### src/sv/ifsf_pkg.sv
package ifsf_pkg;

	localparam int BYTE_W = 8;
	localparam int CFG_IDX_W = 3;

	// job queue between front and back
	localparam int QDEPTH = 2;
	localparam int QPTR_W = $clog2(QDEPTH);
	localparam int QCNT_W = $clog2(QDEPTH + 1);

	// register indexes
	localparam logic [CFG_IDX_W-1:0] REG_FLAG      = 3'd0;
	localparam logic [CFG_IDX_W-1:0] REG_ADDRESS   = 3'd1;
	localparam logic [CFG_IDX_W-1:0] REG_ESCAPE    = 3'd2;
	localparam logic [CFG_IDX_W-1:0] REG_FLAG_SUB  = 3'd3;
	localparam logic [CFG_IDX_W-1:0] REG_ESC_SUB   = 3'd4;
	localparam logic [CFG_IDX_W-1:0] REG_CTRL_SEQ0 = 3'd5;
	localparam logic [CFG_IDX_W-1:0] REG_CTRL_SEQ1 = 3'd6;

	// register reset values
	localparam logic [BYTE_W-1:0] RST_FLAG      = 8'd126;
	localparam logic [BYTE_W-1:0] RST_ADDRESS   = 8'd3;
	localparam logic [BYTE_W-1:0] RST_ESCAPE    = 8'd125;
	localparam logic [BYTE_W-1:0] RST_FLAG_SUB  = 8'd94;
	localparam logic [BYTE_W-1:0] RST_ESC_SUB   = 8'd93;
	localparam logic [BYTE_W-1:0] RST_CTRL_SEQ0 = 8'd0;
	localparam logic [BYTE_W-1:0] RST_CTRL_SEQ1 = 8'd64;

	typedef struct packed {
		logic [BYTE_W-1:0] flag_code;
		logic [BYTE_W-1:0] address_code;
		logic [BYTE_W-1:0] escape_code;
		logic [BYTE_W-1:0] flag_substitute;
		logic [BYTE_W-1:0] escape_substitute;
		logic [BYTE_W-1:0] control_seq_zero;
		logic [BYTE_W-1:0] control_seq_one;
	} cfg_t;

	// one classified payload item, as handed from front to back
	typedef struct packed {
		logic [BYTE_W-1:0] payload;
		logic [BYTE_W-1:0] check;    // running XOR including this byte
		logic              first;    // opens a frame: header goes out first
		logic              last;     // closes the frame: check and flag follow
		logic              seq;
	} job_t;

endpackage

### src/sv/info_frame_stuffing_framer.sv
// An accepted payload beat passes through the job queue and the output register.
// The back sequencer gives one line beat per cycle while the line side is ready;
//   a payload beat makes 1 to 9 line beats (header, escapes, check, closing flag).
// The two-entry job queue lets the front accept while the back still expands.
// Reset (arst_n low, asynchronous): registers take their defaults, the frame
//   state and check clear, the queue and output register empty.
module info_frame_stuffing_framer
	import ifsf_pkg::*;
(
	input  logic                 clk,
	input  logic                 arst_n,
	// configuration write port
	input  logic                 cfg_we,
	input  logic [CFG_IDX_W-1:0] cfg_index,
	input  logic [BYTE_W-1:0]    cfg_data,
	// payload stream in
	input  logic                 s_tvalid,
	output logic                 s_tready,
	input  logic [7:0]           s_tdata,    // [7:0] payload_byte
	input  logic                 s_tlast,    // last_byte
	input  logic                 s_tuser,    // seq_bit
	// line stream out
	output logic                 m_tvalid,
	input  logic                 m_tready,
	output logic [7:0]           m_tdata,    // [7:0] line_byte
	output logic                 m_tlast,    // run_last
	output logic                 m_tuser     // frame_end
);

	cfg_t cfg_q;
	logic q_full;
	logic push;
	job_t push_job;
	logic pop;
	logic head_valid;
	job_t head_job;

	// Register bank: writes land directly, unknown indexes drop.
	always_ff @(posedge clk or negedge arst_n) begin
		if (!arst_n) begin
			cfg_q.flag_code         <= RST_FLAG;
			cfg_q.address_code      <= RST_ADDRESS;
			cfg_q.escape_code       <= RST_ESCAPE;
			cfg_q.flag_substitute   <= RST_FLAG_SUB;
			cfg_q.escape_substitute <= RST_ESC_SUB;
			cfg_q.control_seq_zero  <= RST_CTRL_SEQ0;
			cfg_q.control_seq_one   <= RST_CTRL_SEQ1;
		end else if (cfg_we) begin
			unique case (cfg_index)
				REG_FLAG:      cfg_q.flag_code         <= cfg_data;
				REG_ADDRESS:   cfg_q.address_code      <= cfg_data;
				REG_ESCAPE:    cfg_q.escape_code       <= cfg_data;
				REG_FLAG_SUB:  cfg_q.flag_substitute   <= cfg_data;
				REG_ESC_SUB:   cfg_q.escape_substitute <= cfg_data;
				REG_CTRL_SEQ0: cfg_q.control_seq_zero  <= cfg_data;
				REG_CTRL_SEQ1: cfg_q.control_seq_one   <= cfg_data;
				default:       cfg_q                   <= cfg_q;
			endcase
		end
	end

	// Front: track frame position and running check, classify each beat.
	ifsf_front u_front (
		.clk          (clk),
		.arst_n       (arst_n),
		.in_valid     (s_tvalid),
		.q_full       (q_full),
		.payload_byte (s_tdata),
		.last_byte    (s_tlast),
		.seq_bit      (s_tuser),
		.in_ready     (s_tready),
		.push         (push),
		.push_job     (push_job)
	);

	// Queue: decouple classification from expansion.
	ifsf_queue u_queue (
		.clk        (clk),
		.arst_n     (arst_n),
		.push       (push),
		.push_job   (push_job),
		.pop        (pop),
		.full       (q_full),
		.head_valid (head_valid),
		.head_job   (head_job)
	);

	// Back: expand each job into header, stuffed bytes, check and closing flag.
	ifsf_back u_back (
		.clk        (clk),
		.arst_n     (arst_n),
		.cfg        (cfg_q),
		.head_valid (head_valid),
		.head_job   (head_job),
		.pop        (pop),
		.out_ready  (m_tready),
		.out_valid  (m_tvalid),
		.line_byte  (m_tdata),
		.run_last   (m_tlast),
		.frame_end  (m_tuser)
	);

endmodule

### src/sv/ifsf_front.sv
module ifsf_front
	import ifsf_pkg::*;
(
	input  logic              clk,
	input  logic              arst_n,
	input  logic              in_valid,
	input  logic              q_full,
	input  logic [BYTE_W-1:0] payload_byte,
	input  logic              last_byte,
	input  logic              seq_bit,
	output logic              in_ready,
	output logic              push,
	output job_t              push_job
);

	logic              in_frame_q;
	logic [BYTE_W-1:0] acc_q;
	logic [BYTE_W-1:0] acc_next;

	assign in_ready = !q_full;
	assign push     = in_valid && in_ready;

	// restart the check on the first byte of a frame
	assign acc_next = (in_frame_q ? acc_q : '0) ^ payload_byte;

	always_comb begin
		push_job.payload = payload_byte;
		push_job.check   = acc_next;
		push_job.first   = !in_frame_q;
		push_job.last    = last_byte;
		push_job.seq     = seq_bit;
	end

	always_ff @(posedge clk or negedge arst_n) begin
		if (!arst_n) begin
			in_frame_q <= 1'b0;
			acc_q      <= '0;
		end else if (push) begin
			in_frame_q <= !last_byte;
			acc_q      <= last_byte ? '0 : acc_next;
		end
	end

endmodule

### src/sv/ifsf_queue.sv
module ifsf_queue
	import ifsf_pkg::*;
(
	input  logic clk,
	input  logic arst_n,
	input  logic push,
	input  job_t push_job,
	input  logic pop,
	output logic full,
	output logic head_valid,
	output job_t head_job
);

	job_t              slot_q [QDEPTH];
	logic [QPTR_W-1:0] wr_ptr_q;
	logic [QPTR_W-1:0] rd_ptr_q;
	logic [QCNT_W-1:0] count_q;

	assign full       = (count_q == QCNT_W'(QDEPTH));
	assign head_valid = (count_q != '0);
	assign head_job   = slot_q[rd_ptr_q];

	always_ff @(posedge clk) begin
		if (push) begin
			slot_q[wr_ptr_q] <= push_job;
		end
	end

	always_ff @(posedge clk or negedge arst_n) begin
		if (!arst_n) begin
			wr_ptr_q <= '0;
			rd_ptr_q <= '0;
			count_q  <= '0;
		end else begin
			if (push) begin
				wr_ptr_q <= (wr_ptr_q == QPTR_W'(QDEPTH - 1)) ? '0 : wr_ptr_q + 1'b1;
			end
			if (pop) begin
				rd_ptr_q <= (rd_ptr_q == QPTR_W'(QDEPTH - 1)) ? '0 : rd_ptr_q + 1'b1;
			end
			case ({push, pop})
				2'b10:   count_q <= count_q + 1'b1;
				2'b01:   count_q <= count_q - 1'b1;
				default: count_q <= count_q;
			endcase
		end
	end

	a_count_bound: assert property (@(posedge clk) disable iff (!arst_n)
		count_q <= QCNT_W'(QDEPTH))
		else $error("queue count beyond depth");
	a_no_push_full: assert property (@(posedge clk) disable iff (!arst_n)
		!(push && full))
		else $error("push into full queue");
	a_no_pop_empty: assert property (@(posedge clk) disable iff (!arst_n)
		pop |-> head_valid)
		else $error("pop from empty queue");

endmodule

### src/sv/ifsf_back.sv
module ifsf_back
	import ifsf_pkg::*;
(
	input  logic              clk,
	input  logic              arst_n,
	input  cfg_t              cfg,
	input  logic              head_valid,
	input  job_t              head_job,
	output logic              pop,
	input  logic              out_ready,
	output logic              out_valid,
	output logic [BYTE_W-1:0] line_byte,
	output logic              run_last,
	output logic              frame_end
);

	localparam logic [3:0] PH_START    = 4'd0;
	localparam logic [3:0] PH_HDR_FLAG = 4'd1;
	localparam logic [3:0] PH_HDR_ADDR = 4'd2;
	localparam logic [3:0] PH_HDR_CTRL = 4'd3;
	localparam logic [3:0] PH_HDR_CHK  = 4'd4;
	localparam logic [3:0] PH_PAY      = 4'd5;
	localparam logic [3:0] PH_PAY_SUB  = 4'd6;
	localparam logic [3:0] PH_CHK      = 4'd7;
	localparam logic [3:0] PH_CHK_SUB  = 4'd8;
	localparam logic [3:0] PH_CLOSE    = 4'd9;

	logic [3:0]        phase_q;
	logic [3:0]        phase_cur;
	logic [3:0]        phase_nxt;
	logic              load;
	logic              done;
	logic [BYTE_W-1:0] control;
	logic [BYTE_W-1:0] sel;
	logic              sel_flag;
	logic              sel_esc;
	logic [BYTE_W-1:0] subst;
	logic [BYTE_W-1:0] byte_d;
	logic              fend_d;

	logic              valid_q;
	logic [BYTE_W-1:0] byte_q;
	logic              last_q;
	logic              fend_q;

	assign load      = head_valid && (!valid_q || out_ready);
	assign phase_cur = (phase_q == PH_START) ?
	                   (head_job.first ? PH_HDR_FLAG : PH_PAY) : phase_q;
	assign control   = head_job.seq ? cfg.control_seq_one : cfg.control_seq_zero;
	assign sel       = (phase_cur == PH_CHK || phase_cur == PH_CHK_SUB) ?
	                   head_job.check : head_job.payload;
	assign sel_flag  = (sel == cfg.flag_code);
	assign sel_esc   = (sel == cfg.escape_code);
	assign subst     = sel_flag ? cfg.flag_substitute : cfg.escape_substitute;

	always_comb begin
		byte_d    = sel;
		fend_d    = 1'b0;
		done      = 1'b0;
		phase_nxt = PH_START;
		unique case (phase_cur)
			PH_HDR_FLAG: begin
				byte_d    = cfg.flag_code;
				phase_nxt = PH_HDR_ADDR;
			end
			PH_HDR_ADDR: begin
				byte_d    = cfg.address_code;
				phase_nxt = PH_HDR_CTRL;
			end
			PH_HDR_CTRL: begin
				byte_d    = control;
				phase_nxt = PH_HDR_CHK;
			end
			PH_HDR_CHK: begin
				byte_d    = cfg.address_code ^ control;
				phase_nxt = PH_PAY;
			end
			PH_PAY: begin
				if (sel_flag || sel_esc) begin
					byte_d    = cfg.escape_code;
					phase_nxt = PH_PAY_SUB;
				end else if (head_job.last) begin
					phase_nxt = PH_CHK;
				end else begin
					done = 1'b1;
				end
			end
			PH_PAY_SUB: begin
				byte_d = subst;
				if (head_job.last) begin
					phase_nxt = PH_CHK;
				end else begin
					done = 1'b1;
				end
			end
			PH_CHK: begin
				if (sel_flag || sel_esc) begin
					byte_d    = cfg.escape_code;
					phase_nxt = PH_CHK_SUB;
				end else begin
					phase_nxt = PH_CLOSE;
				end
			end
			PH_CHK_SUB: begin
				byte_d    = subst;
				phase_nxt = PH_CLOSE;
			end
			PH_CLOSE: begin
				byte_d = cfg.flag_code;
				fend_d = 1'b1;
				done   = 1'b1;
			end
			default: begin
				done = 1'b1;
			end
		endcase
	end

	assign pop = load && done;

	always_ff @(posedge clk or negedge arst_n) begin
		if (!arst_n) begin
			phase_q <= PH_START;
			valid_q <= 1'b0;
		end else begin
			if (load) begin
				phase_q <= done ? PH_START : phase_nxt;
				valid_q <= 1'b1;
			end else if (out_ready) begin
				valid_q <= 1'b0;
			end
		end
	end

	always_ff @(posedge clk) begin
		if (load) begin
			byte_q <= byte_d;
			last_q <= done;
			fend_q <= fend_d;
		end
	end

	assign out_valid = valid_q;
	assign line_byte = byte_q;
	assign run_last  = last_q;
	assign frame_end = fend_q;

	a_fend_is_last: assert property (@(posedge clk) disable iff (!arst_n)
		(valid_q && fend_q) |-> last_q)
		else $error("closing flag not marked as last of run");
	a_job_held: assert property (@(posedge clk) disable iff (!arst_n)
		(phase_q != PH_START) |-> head_valid)
		else $error("job left queue mid-expansion");
	a_hold_stalled: assert property (@(posedge clk) disable iff (!arst_n)
		(valid_q && !out_ready) |=> (valid_q && $stable(byte_q) && $stable(last_q)))
		else $error("stalled output beat changed");

endmodule

### config.mk
export PLATFORM = sky130hd
export DESIGN_NAME = info_frame_stuffing_framer
export DESIGN_NICKNAME = d
export VERILOG_FILES = /design/src/sv/ifsf_pkg.sv /design/src/sv/info_frame_stuffing_framer.sv /design/src/sv/ifsf_front.sv /design/src/sv/ifsf_queue.sv /design/src/sv/ifsf_back.sv
export SDC_FILE = /design/constraint.sdc
export NUM_CORES = 1
export LEC_CHECK = 0
export CAP_MARGIN = 0
export CORE_MARGIN = 2
export CORE_UTILIZATION = 40
export CTS_CLUSTER_SIZE = 14
export DETAILED_ROUTE_END_ITERATION = 12
export DONT_BUFFER_PORTS = 1
export GPL_TIMING_DRIVEN = 0
export SYNTH_ARGS = -nofsm -noshare
export SYNTH_HDL_FRONTEND = slang
export SYNTH_HIERARCHICAL = 1
export SYNTH_SLANG_ARGS = --single-unit
### constraint.sdc
create_clock -name clk -period 10.5 [get_ports clk]
set_clock_uncertainty 0.2 [all_clocks]
set_input_delay 2.1 -clock clk [delete_from_list [all_inputs] [get_ports clk]]
set_output_delay 2.1 -clock clk [all_outputs]
set_load 0.005 [all_outputs]
# Word-level counts from Yosys, hierarchy flattened
# Memory sizes are Yosys's and may differ from the RTL's.
# Index checks and enable logic that the tools add are counted.
[classes]
addsub = 4
eq_ne = 20
mux = 25
bitwise_logic = 2
reduce_logical = 26
[ops]
columns = ["op", "count"]
rows = [
  ["2-to-1 mux 8 bit", 6],
  ["case mux 8 bit (6 select lines)", 1],
  ["case mux 4 bit (8 select lines)", 1],
  ["equality test 4 x 3 -> 1 bit (second input constant)", 4],
  ["equality test 8 bit", 2],
  ["XOR 8 bit", 2],
  ["AND reduction 2 bit", 7],
  ["2-to-1 mux 4 bit", 3],
  ["2-to-1 mux 1 bit", 10],
  ["equality test 3 bit (second input constant)", 3],
  ["equality test 4 x 2 -> 1 bit (second input constant)", 2],
  ["equality test 4 bit (second input constant)", 2],
  ["equality test 3 x 2 -> 1 bit (second input constant)", 2],
  ["2-to-1 mux 3 bit", 2],
  ["nonzero test 2 bit", 3],
  ["OR reduction 2 bit", 3],
  ["OR reduction 6 bit", 1],
  ["equality test 2 bit (second input constant)", 2],
  ["equality test 4 x 1 -> 1 bit (second input constant)", 1],
  ["logical NOT 1 bit", 4],
  ["logical NOT 4 bit", 1],
  ["case mux 2 bit (2 select lines)", 1],
  ["equality test 3 x 1 -> 1 bit (second input constant)", 1],
  ["logical AND 1 bit", 3],
  ["7 further kinds", 10],
]
[word_totals]
register_bits = 84
ram_bits = 38
inputBits = 26
output_inout_bits = 12
elab_cells = 95
mem_count = 1
[memory_table]
columns = ["name", "words", "word_bits", "read_ports", "rd_clocked_by_memory_dff", "wr", "line_no", "text"]
rows = [
  ["u_queue.slot_q", 2, 19, 1, 0, 1, "ifsf_queue.sv:14", "job_t slot_q [QDEPTH];"],
]

# Depth between registers and ports, before layout
# Gate-level depths: netlist (run 1).
# An unclocked memory read counts as a cell.
[depth]
ltp_word = 13
depth_mapped = 15
mapped_depth_nobuf = 13

# Hierarchy
# The synthesis (run 1) kept the hierarchy.
[by_module_without_submodules]
columns = ["mod", "n_inst", "cells_each", "area_each_um2"]
rows = [
  ["info_frame_stuffing_framer", 1, 126, 2178.3],
  ["ifsf_back", 1, 273, 2023.2],
  ["ifsf_queue", 1, 75, 1559.0],
  ["ifsf_front", 1, 82, 754.5],
]

# Least setup slack after synthesis (run 1)
# OpenSTA, ideal clock, no wires.
[synth_timing]
kind = "input-to-reg"
from = "in s_tvalid"
to = "mem u_queue/slot_q[0][0] (netlist name) (enable)"
setup_time_ns = 0.395
arrival_ns = 3.120
required_time_ns = 9.905
path_slack_ns = 6.786
cell_stages = 4
path_buffers = 0
cell_sequence = "nand2b_4 > inv_1 > inv_1 > nor2_1"
[synth_between]
elab_chain_cells = 3
[synth_rtl]
columns = ["element", "line_no", "text"]
rows = [
  ["start: declaration", "info_frame_stuffing_framer.sv:17", "input logic s_tvalid,"],
  ["logical AND 1 bit", "ifsf_front.sv:21", "assign push = in_valid && in_ready;"],
  ["via push", "info_frame_stuffing_framer.sv:32", "logic push;"],
  ["2-to-1 mux 1 bit", "ifsf_queue.sv:24", "if (push) begin"],
  ["2-to-1 mux 1 bit (implied by the code)", "ifsf_queue.sv:25", "slot_q[wr_ptr_q] <= push_job;"],
  ["end: declaration", "ifsf_queue.sv:14", ""],
]
# The timed path passes the listed nets, and every way through them passes these cells.

==> run metrics, run 1 <==
vias post-DR 4390; min Tclk post-route 3960 ps; CP max stage cell nor3_4; GRT Resource Usage Total 17.9%; period utilization 37.8%; pre-CTS setup slack 6530 ps; Post-DP HPWL 10.6 mm; Top FF cell, synth dfrtp_1; WP data required 10640 ps; DP Area 0.00680 mm²; Reg2Reg Depth 14; commonest non-fill, non-tap cells in the layout mux2_2, dfrtp_1, edfxtp_1, a21oi_1, nor2_1; Post-CTS Setup Repair Bufs 0; first-pass GRT wire length 23.8 mm; clock latency at the later pin of the worst-skew pair 410 ps; Final Cell Area 0.00739 mm²; M1 WL 6.42 mm; total grt overflow 0; Startpoint Class flip-flop; DRT antenna net count 0; final layout net count 604; Async SR Flop Fraction 60.7%; DR iter-0 viols 197; CTS Buffer Depth 2; I/O pins 38; hold path depth 1; count of pins over their slew limit 0; CP Data Arrival Time 4100 ps; dpl cells 773; WL met3 777 µm; Syn Inst Count 556; critical path type flip-flop to flip-flop; quantity of I/O buffers inserted on ports 0; routability cong. 0.880; max incr delay on CP 500 ps; Max Cap Viol 0; RSZ-0062 raised after global routing no; reg-to-reg endpoint u_queue/count_q[1]$_DFFE_PN0P_; EDFF count, synth 48; final std cells w/o fill 806; share of cells above drive strength 1 31.5%; Leak Pwr 2.86 nW; final setup violation count 0; Reg clk slew, reported paths 50 ps; Resized Gates After CTS 0; sequential fraction of the synthesis area 51.0%; fmax 0.252 GHz; largest net degree at the start of global routing 75; area grow syn2layout 13.5%; clock sink total 122; vias per cell 5.45; Avg WL per Cell 18.4 µm; status completed; Max rail drop VDD 138 µV; total power 2.19 mW; die area 0.0173 mm²; met2 WL 7.21 mm; most common cell after layout, fill and taps aside mux2_2; WHS Endpoint u_queue/count_q[1]$_DFFE_PN0P_; TritonCTS clock tree yes; top layer in use met4; Mean Syn Cell Area 11.7 µm²; Chip Height 132 µm; starting density of the core 41.0%; vias in the first global route 4487; Remaining DRCs 0; CTS root buffer clkbuf_16; YS warnings 6; drt pass-1 iters 4; final hold slack 283 ps; initial antenna violation count 0; routed wire length 14.8 mm; Finished Core Util 46.5%; CORE AREA 0.0159 mm²; final hold violation count 0; ANT cells 0; #FFs+latches synth 122; reg2reg start u_queue/rd_ptr_q$_DFFE_PN0P_; Worst-Margin Slew 1140 ps; critical path capture point type flip-flop; TNS Setup 0 ps; pwr/cell area 296 mW/mm²; hold path start u_queue/count_q[1]$_DFFE_PN0P_; post-synth cell types 68; Die Wd 132 µm; Slew HR 23.6%; Post-CTS Hold Buffers 0; r2r setup slk 6540 ps; final worst slack 6540 ps; synthesized cell area 0.00651 mm²; FP Rows 46; CP max FO 10; CP Cell Sequence buf_4 > mux2_2 > or4b_1 > a21oi_1 > a221o_1 > xnor2_1 > nor3_4 > a21oi_2 > buf_6 > a21o_1 > and2_1 > ha_1 > nor2_1 > xor2_1; CTS H-Tree Depth 4; cts bufs inserted 17; worst min-delay path class flip-flop to flip-flop; Mapped Nets 583
==> registers in the layout, summed over array words and instances, names as in the netlist <==
register and flops:
u_front/in_frame_q 1, u_back/phase_q 4, cfg_q 56, u_queue/count_q 2, u_back/run_last 1, u_back/out_valid 1, u_queue/slot_q 38, u_queue/rd_ptr_q 1
u_back/line_byte 8, u_queue/wr_ptr_q 1, u_front/acc_q 8, u_back/frame_end 1
==> cells in the mapped netlist, drive strengths merged (2+ instances only) <==
cell type | instances | area (µm²)
a221oi | 2 | 17.5
xor2 | 19 | 166
nor3 | 6 | 41.3
dfrtp | 49 | 1230
nand2b | 6 | 45.0
a2bb2oi | 3 | 26.3
a221o | 2 | 20.0
nand2 | 26 | 105
xnor2 | 17 | 149
a21o | 6 | 45.0
edfxtp | 48 | 1440
and2 | 4 | 25.0
nor4 | 2 | 12.5
o21ai | 39 | 199
dfstp | 25 | 657
buf | 30 | 216
a21oi | 47 | 239
nand4b | 4 | 35.0
or4b | 2 | 20.0
and4bb | 7 | 87.6
o211ai | 3 | 22.5
a22o | 2 | 17.5
clkbuf | 7 | 26.3
nor2b | 3 | 21.3
o32ai | 2 | 17.5
nor2 | 38 | 143
mux2 | 93 | 1050
a31o | 2 | 17.5
nor4bb | 3 | 30.0
o22ai | 5 | 31.3
a22oi | 6 | 45.0
mux2i | 2 | 20.0
nor4b | 3 | 47.5
nand3 | 11 | 55.1
inv | 15 | 56.3
==> power breakdown <==
part           internal (mW)  switching [mW]
sequential             0.685          0.0908
combinational          0.373           0.481
clock                  0.362           0.195
==> worst max-delay path by stage <==
| stage | startpoint | end | slack (ps) | cells past startpoint |
|---|---|---|---|---|
| after floorplan | s_tvalid | u_queue/slot_q[0][0]$_DFFE_PP_ | 6790 | 4 |
| after global routing | u_queue/rd_ptr_q$_DFFE_PN0P_ | u_queue/count_q[1]$_DFFE_PN0P_ | 6320 | 15 |
| after CTS | u_queue/rd_ptr_q$_DFFE_PN0P_ | u_queue/count_q[1]$_DFFE_PN0P_ | 6520 | 14 |
| final | u_queue/rd_ptr_q$_DFFE_PN0P_ | u_queue/count_q[1]$_DFFE_PN0P_ | 6540 | 14 |
| after global placement | s_tvalid | u_queue/slot_q[0][0]$_DFFE_PP_ | 6320 | 4 |
| after detailed placement | u_queue/rd_ptr_q$_DFFE_PN0P_ | u_queue/count_q[1]$_DFFE_PN0P_ | 6530 | 15 |
==> cell families (layout without fill, tap and decap cells) <==
kind of cell             count (synthesis)  count (layout)  share of synthesized area [%]
multiplexers                            95              95                           16.4
AO/OA/AOI/OAI                          127             127                           11.9
adder cells (fa/ha/maj)                  1               1                          0.192
flip-flops                             122             122                           51.0
AND/OR/NAND/NOR                        122             122                           11.0
buffers and inverters                   53              87                           4.65
XOR/XNOR                                36              36                           4.84
==> critical path, delay by kind of cell (launching register included) <==
| kind | cells | cell delay (ps) |
|---|---|---|
| compound gates | 4 | 680 |
| xor+xnor | 2 | 290 |
| fa+ha+maj | 1 | 320 |
| buf+inv | 2 | 370 |
| flops | 1 | 340 |
| mux | 1 | 390 |
| simple gates | 4 | 1300 |
==> per-layer routing <==
| metal | vias up | global-route usage [%] |
|---|---|---|
| met5 | - | 0 |
| met4 | 0 | 8.39 |
| met3 | 24 | 4.67 |
| met2 | 122 | 29.2 |
| met1 | 2158 | 22.1 |
| li1 | 2086 | - |
==> area by class of cell <==
type | instances | area, µm²
fill | 1490 | 8490
sequential | 122 | 3320
multi-input combinational | 381 | 2890
clock buffer | 28 | 561
tap | 216 | 270
buffer | 37 | 243
inverter | 16 | 60.1
clock inverter | 4 | 25.0
timing repair buffer | 2 | 20.0
(Power assumes the default switching activity.)
==> run 2, diff against run 1 <==
==> constraint.sdc (replaced) <==
create_clock -name clk -period 3.9 [get_ports clk]
set_clock_uncertainty 0.2 [all_clocks]
set_input_delay 0.78 -clock clk [delete_from_list [all_inputs] [get_ports clk]]
set_output_delay 0.78 -clock clk [all_outputs]
set_load 0.005 [all_outputs]
==> run 2 against run 1 <==
Against the previous run:
- cell count is 0.62% higher
- clock power increased to 2.7 times the previous value
- highest routed layer unchanged
- core utilization rose by 0.42 points
- largest power group unchanged
- non-clock buffer count up 5
- critical path depth is the same
- maximum frequency grew 7.3%
- via count increased by 0.77%
- global-route usage rose by 0.36 points
- combinational power rose to 2.7 times the previous value
- sequential share of layout area is 0.40 points lower
==> run metrics, run 2 (synthesis gave the netlist of run 1 again) <==
Largest Register cfg_q; area grow syn2layout 14.5%; TNS Setup 0 ps (unchanged); Startpoint Class flip-flop; CORE AREA 0.0159 mm² (unchanged); routability cong. 0.880 (unchanged); commonest non-fill, non-tap cells in the layout mux2_2, dfrtp_1, edfxtp_1, a21oi_1, nor2_1; min Tclk post-route 3700 ps (-268 ps); max incr delay on CP 500 ps (about the same); starting density of the core 41.0% (unchanged); switch share 35.2% (+0.13 points); Worst-Margin Slew 1110 ps (-32.6 ps); CP max stage cell or4b_1; total grt overflow 0 (unchanged); pre-CTS setup slack -66.3 ps (-6600 ps); final hold slack 37.6 ps (-245 ps); WP data required 4040 ps (-6600 ps); Multi-input gate area 0.00289 mm² (+0.13%); ANT cells 0 (unchanged); DR iter-0 viols 205 (+4.1%); Filler Cell Count 1484 (-0.40%); share of cells above drive strength 1 31.9% (+0.41 points); status completed; CP Data Arrival Time 3830 ps (-270 ps); CTS root buffer clkbuf_16; Clk pwr share 25.3% (-0.2 points); first-pass GRT wire length 24.2 mm (+1.5%); CTS Buffer Depth 2 (unchanged); Max Cap Viol 0 (unchanged); cts bufs inserted 17 (unchanged); CP max FO 10 (unchanged); most common cell after layout, fill and taps aside mux2_2; final worst slack 204 ps (-6330 ps); die area 0.0173 mm² (unchanged); max reg flops 56 (unchanged); Slew HR 25.8% (+2.2 points); drt pass-1 iters 5 (+1); routed wire length 15.1 mm (+2.0%); GRT Resource Usage Total 18.2% (+0.36 points); clock latency at the later pin of the worst-skew pair 410 ps (about the same); largest net degree at the start of global routing 56 (-25%); FP Rows 46 (unchanged); RSZ-0062 raised after global routing no; worst min-delay path class input pin to asynchronous set/reset pin; TritonCTS clock tree yes; Top cell by count, worst path a21oi_2; Pint 3.84 mW (+170%); fmax 0.271 GHz (+7.3%); Avg WL per Cell 18.6 µm (+1.4%); pwr/cell area 795 mW/mm² (+170%); CP Cell Sequence buf_4 > mux2_2 > or4b_1 > a21oi_2 > a221oi_1 > a222oi_1 > o21a_1 > a21oi_2 > buf_6 > a21o_1 > and2_1 > ha_1 > nor2_1 > xor2_1; clock sink total 122 (unchanged); Post-DP HPWL 10.6 mm (unchanged); Largest regs cfg_q: 56 flops, u_queue/slot_q: 38 flops; vias per cell 5.45 (+0.15%); initial antenna violation count 0 (unchanged); Remaining DRCs 0 (unchanged); Chip Height 132 µm (unchanged); critical path type flip-flop to flip-flop; final hold violation count 0 (unchanged); Reg area 0.00332 mm² (unchanged); Switch Pwr 2.09 mW (+170%); I/O pins 38 (unchanged); period utilization 94.8% (+57 points); Die Wd 132 µm (unchanged); Max rail drop VDD 375 µV (+170%); DRT antenna net count 0 (unchanged); vias post-DR 4424 (+0.77%); final setup violation count 0 (unchanged); vias in the first global route 4533 (+1.0%); Sequential Power Share 35.2% (-0.3 points); quantity of I/O buffers inserted on ports 0 (unchanged); Leak Pwr 2.90 nW (+1.1%); final layout net count 609 (+0.83%); CTS H-Tree Depth 4 (unchanged); critical path capture point type flip-flop; count of pins over their slew limit 0 (unchanged); Reg clk slew, reported paths 50 ps (about the same); Comb power frac 39.5% (+0.4 points)
==> run 2: changes by cell type in the layout (fill, tap and decap cells not counted) <==
cell | before | now
dlygate4sd3_1 | 0 | 2
a21oi_1 | 46 | 45
buf_16 | 0 | 1
a21oi_2 | 1 | 2
buf_4 | 14 | 16
==> run 2: worst paths after layout <==
path / cells after the start / endpoint / slack (ps) / start
max: 14 / u_queue/count_q[1]$_DFFE_PN0P_ / 200 / u_queue/rd_ptr_q$_DFFE_PN0P_
min: 1 / cfg_q[5]$_DFFE_PN0P_ / 40 / arst_n
max reg2reg: 14 / u_queue/count_q[1]$_DFFE_PN0P_ / 200 / u_queue/rd_ptr_q$_DFFE_PN0P_
min reg2reg: 1 / u_queue/count_q[1]$_DFFE_PN0P_ / 280 / u_queue/count_q[1]$_DFFE_PN0P_
max in group asynchronous: 1 / cfg_q[37]$_DFFE_PN1P_ / 2330 / arst_n
min in group clk: 1 / u_front/acc_q[4]$_DFFE_PN0P_ / 250 / s_tlast
==> run 2: stage by stage <==
step           utilization (%)  std cells  cell area (µm²)  power, mW
3_3_place_gp              42.7        772             6790       4.30
5_1_grt                   47.0        811             7460       6.30
2_1_floorplan                -        556             6520       3.78
4_1_cts                   46.9        809             7440       5.93
3_5_place_dp              42.8        773             6800       4.38
6_report                  47.0        811             7460       5.93
==> run 2: layout make-up <==
class	count	share of cell area (%)
inverters	16	0.805
flip-flops and latches	122	44.6
repair buffers	7	1.11
clock inverters	4	0.335
clock buffers	28	7.51
plain buffers	37	3.25
well taps	216	3.62
multi-input cells	381	38.8
==> run 2: per-layer routing <==
layer / share of wire, % / vias up / GRT usage, %
li1: - / 2088 / -
met1: 44 / 2193 / 22.8
met2: 49 / 115 / 29.3
met3: 4.5 / 28 / 4.86
met4: 2.6 / 0 / 8.70
met5: 0 / - / 0
==> run 2: power groups by stage <==
stage                     Clock [mW]  Combinational [mW]  Sequential [mW]
after floorplan                    0                1.76             2.02
after global placement             0                2.21             2.09
after global routing            1.59                2.57             2.14
after CTS                       1.53                2.31             2.09
after detailed placement           0                2.27             2.11
final                           1.50                2.34             2.09
==> run 2: critical path, delay by kind of cell, from the launching register on <==
family          cells  cell delay (ps)
simple gates        3              820
fa+ha+maj           1              320
buf+inv             2              350
compound gates      6             1040
xor+xnor            1              160
mux                 1              390
flops               1              340
==> run 2: repair_timing <==
item,CTS,global route
hold buffers,3,0
endpoints found under the hold margin,55,0
resized for setup,0,1
pin swaps,1,1
setup buffers,1,1
endpoints found under the setup margin,1,1
==> run 3, diff against run 2 <==
--- a/config.mk
+++ b/config.mk
@@ -11,7 +11,6 @@
 export CTS_CLUSTER_SIZE = 14
 export DETAILED_ROUTE_END_ITERATION = 12
 export DONT_BUFFER_PORTS = 1
-export GPL_TIMING_DRIVEN = 0
 export SYNTH_ARGS = -nofsm -noshare
 export SYNTH_HDL_FRONTEND = slang
 export SYNTH_HIERARCHICAL = 1
==> run 3 against run 2 <==
Against the previous run:
- hold slack better by 25 ps
- clock power increased by 11%
- global-route usage is 0.44 points lower
- core utilization decreased by 0.72 points
- first-iteration DRC count increased by 57%
- count of clock-buffer cells in the layout is 4 lower
- sequential power increased by 2%
- combinational power down 6%
- die area unchanged
- setup slack improved by 180 ps
- largest cell class unchanged
- largest power group unchanged
==> run metrics, run 3 (synthesis gave the netlist of run 1 again) <==
reg2reg start u_queue/rd_ptr_q$_DFFE_PN0P_; DR iter-0 viols 322 (+57%); vias in the first global route 4385 (-3.3%); CP max FO 11 (+1); Resized Gates After CTS 0 (unchanged); Post-CTS Setup Repair Bufs 0 (-1); Max rail drop VDD 433 µV (+15%); CP max stage cell or4_1; worst min-delay path class input pin to asynchronous set/reset pin; status completed; fmax 0.284 GHz (+5.0%); Top cell by count, worst path buf_4; max incr delay on CP 510 ps (about the same); starting density of the core 41.0% (unchanged); WP data required 3840 ps (-200 ps); routed wire length 14.8 mm (-2.2%); TNS Setup 0 ps (unchanged); Startpoint Class flip-flop; pwr/cell area 818 mW/mm² (+2.9%); final layout net count 583 (-4.3%); DP Area 0.00667 mm² (-1.9%); Leak Pwr 2.84 nW (-2.0%); Post-CTS Hold Buffers 1 (-2); count of pins over their slew limit 0 (unchanged); CP Cell Sequence buf_4 > mux2_2 > xnor2_1 > nand4_1 > or4_1 > a22o_1 > nor3_4 > buf_4 > mux2_1 > a21oi_1 > a22oi_1; FP Rows 46 (unchanged); clock latency at the later pin of the worst-skew pair 420 ps (about the same); routability cong. 0.836 (-5.0%); drt pass-1 iters 5 (unchanged); RSZ-0062 raised after global routing no; clock sink total 122 (unchanged); share of cells above drive strength 1 31.1% (-0.83 points); initial antenna violation count 0 (unchanged); quantity of I/O buffers inserted on ports 0 (unchanged); GRT Resource Usage Total 17.8% (-0.44 points); Remaining DRCs 0 (unchanged); total grt overflow 0 (unchanged); Reg clk slew, reported paths 60 ps (about the same); DRT antenna net count 0 (unchanged); reg-to-reg endpoint u_back/line_byte[2]$_DFFE_PP_; Max Cap Viol 0 (unchanged); CTS root buffer clkbuf_16; die area 0.0173 mm² (unchanged); critical path capture point type flip-flop; Avg WL per Cell 18.8 µm (+1.0%); final hold violation count 0 (unchanged); r2r setup slk 380 ps (+180 ps); critical path type flip-flop to flip-flop; I/O pins 38 (unchanged); CORE AREA 0.0159 mm² (unchanged); TritonCTS clock tree yes; most common cell after layout, fill and taps aside mux2_2; ANT cells 0 (unchanged); Reg2Reg Depth 11 (-3); CTS H-Tree Depth 4 (unchanged); final setup violation count 0 (unchanged); Post-DP HPWL 10.2 mm (-4.3%); first-pass GRT wire length 23.7 mm (-2.2%); period utilization 90.2% (-4.5 points); CP Data Arrival Time 3460 ps (-370 ps); largest net degree at the start of global routing 75 (+34%); Die Wd 132 µm (unchanged); Largest regs cfg_q: 56 flops, u_queue/slot_q: 38 flops; area grow syn2layout 12.7%; Slew HR 30.3% (+4.6 points); Worst-Margin Slew 1040 ps (-64.0 ps); cts bufs inserted 17 (unchanged); Final Cell Area 0.00734 mm² (-1.5%); min Tclk post-route 3520 ps (-177 ps); vias post-DR 4334 (-2.0%); final hold slack 62.9 ps (+25.3 ps); max reg flops 56 (unchanged); Largest Register cfg_q; total power 6.01 mW (+1.3%); CTS Buffer Depth 2 (unchanged); commonest non-fill, non-tap cells in the layout mux2_2, dfrtp_1, edfxtp_1, a21oi_1, nor2_1; vias per cell 5.52 (+1.2%); Chip Height 132 µm (unchanged)
## run 3: cell types whose count changed in the layout (fill, tap and decap cells not counted), moves of 2 or more
cell           previous run  this run
clkbuf_1                 12         1
buf_1                     2         0
buf_2                    11         0
bufinv_16                 0         2
dlygate4sd3_1             2         0
buf_6                     3         0
clkinv_4                  0         2
## run 3: how the worst max path moves through the flow
stage	start	end	slack (ps)	cells after the start
after detailed placement	u_queue/rd_ptr_q$_DFFE_PN0P_	u_back/line_byte[2]$_DFFE_PP_	380	11
final	u_queue/rd_ptr_q$_DFFE_PN0P_	u_back/line_byte[2]$_DFFE_PP_	380	11
after CTS	u_queue/rd_ptr_q$_DFFE_PN0P_	u_back/line_byte[2]$_DFFE_PP_	380	11
after floorplan	u_queue/rd_ptr_q$_DFFE_PN0P_	u_queue/count_q[1]$_DFFE_PN0P_	430	14
after global placement	u_queue/rd_ptr_q$_DFFE_PN0P_	u_back/line_byte[1]$_DFFE_PP_	450	11
after global routing	u_queue/rd_ptr_q$_DFFE_PN0P_	u_back/line_byte[6]$_DFFE_PP_	210	11
## run 3: per-stage QoR
| stage | std cells | setup slack [ps] | util [%] |
|---|---|---|---|
| floorplan | 556 | 429 | - |
| global placement | 752 | 452 | 42.0 |
| detailed placement | 752 | 384 | 42.0 |
| CTS | 785 | 379 | 46.2 |
| global route | 785 | 211 | 46.2 |
| finish | 785 | 381 | 46.2 |
## run 3: area by class of cell
type	instances	area, µm²
multi-input combinational	381	2890
tap	216	270
fill	1447	8540
clock buffer	24	546
clock inverter	8	101
sequential	122	3320
timing repair buffer	18	155
inverter	16	60.1
## run 3: power by group
group	internal, mW	leakage (nW)	switching [mW]	total, mW
combinational	0.985	1.21	1.23	2.21
clock	1.11	0.318	0.561	1.67
sequential	1.84	1.31	0.284	2.13
## run 3: routing by layer
layer,wire length (µm),GRT usage [%],vias to the layer above
li1,-,-,2040
met1,6590,23.0,2138
met2,6920,28.4,134
met3,966,4.75,22
met4,290,7.43,0
met5,0,0,-
## run 3: worst max-delay path, delay by kind of cell, from the launching register on
family | cells | cell delay, ps
mux | 2 | 740
xor+xnor | 1 | 170
simple gates | 3 | 770
buf+inv | 2 | 440
flops | 1 | 420
compound gates | 3 | 500
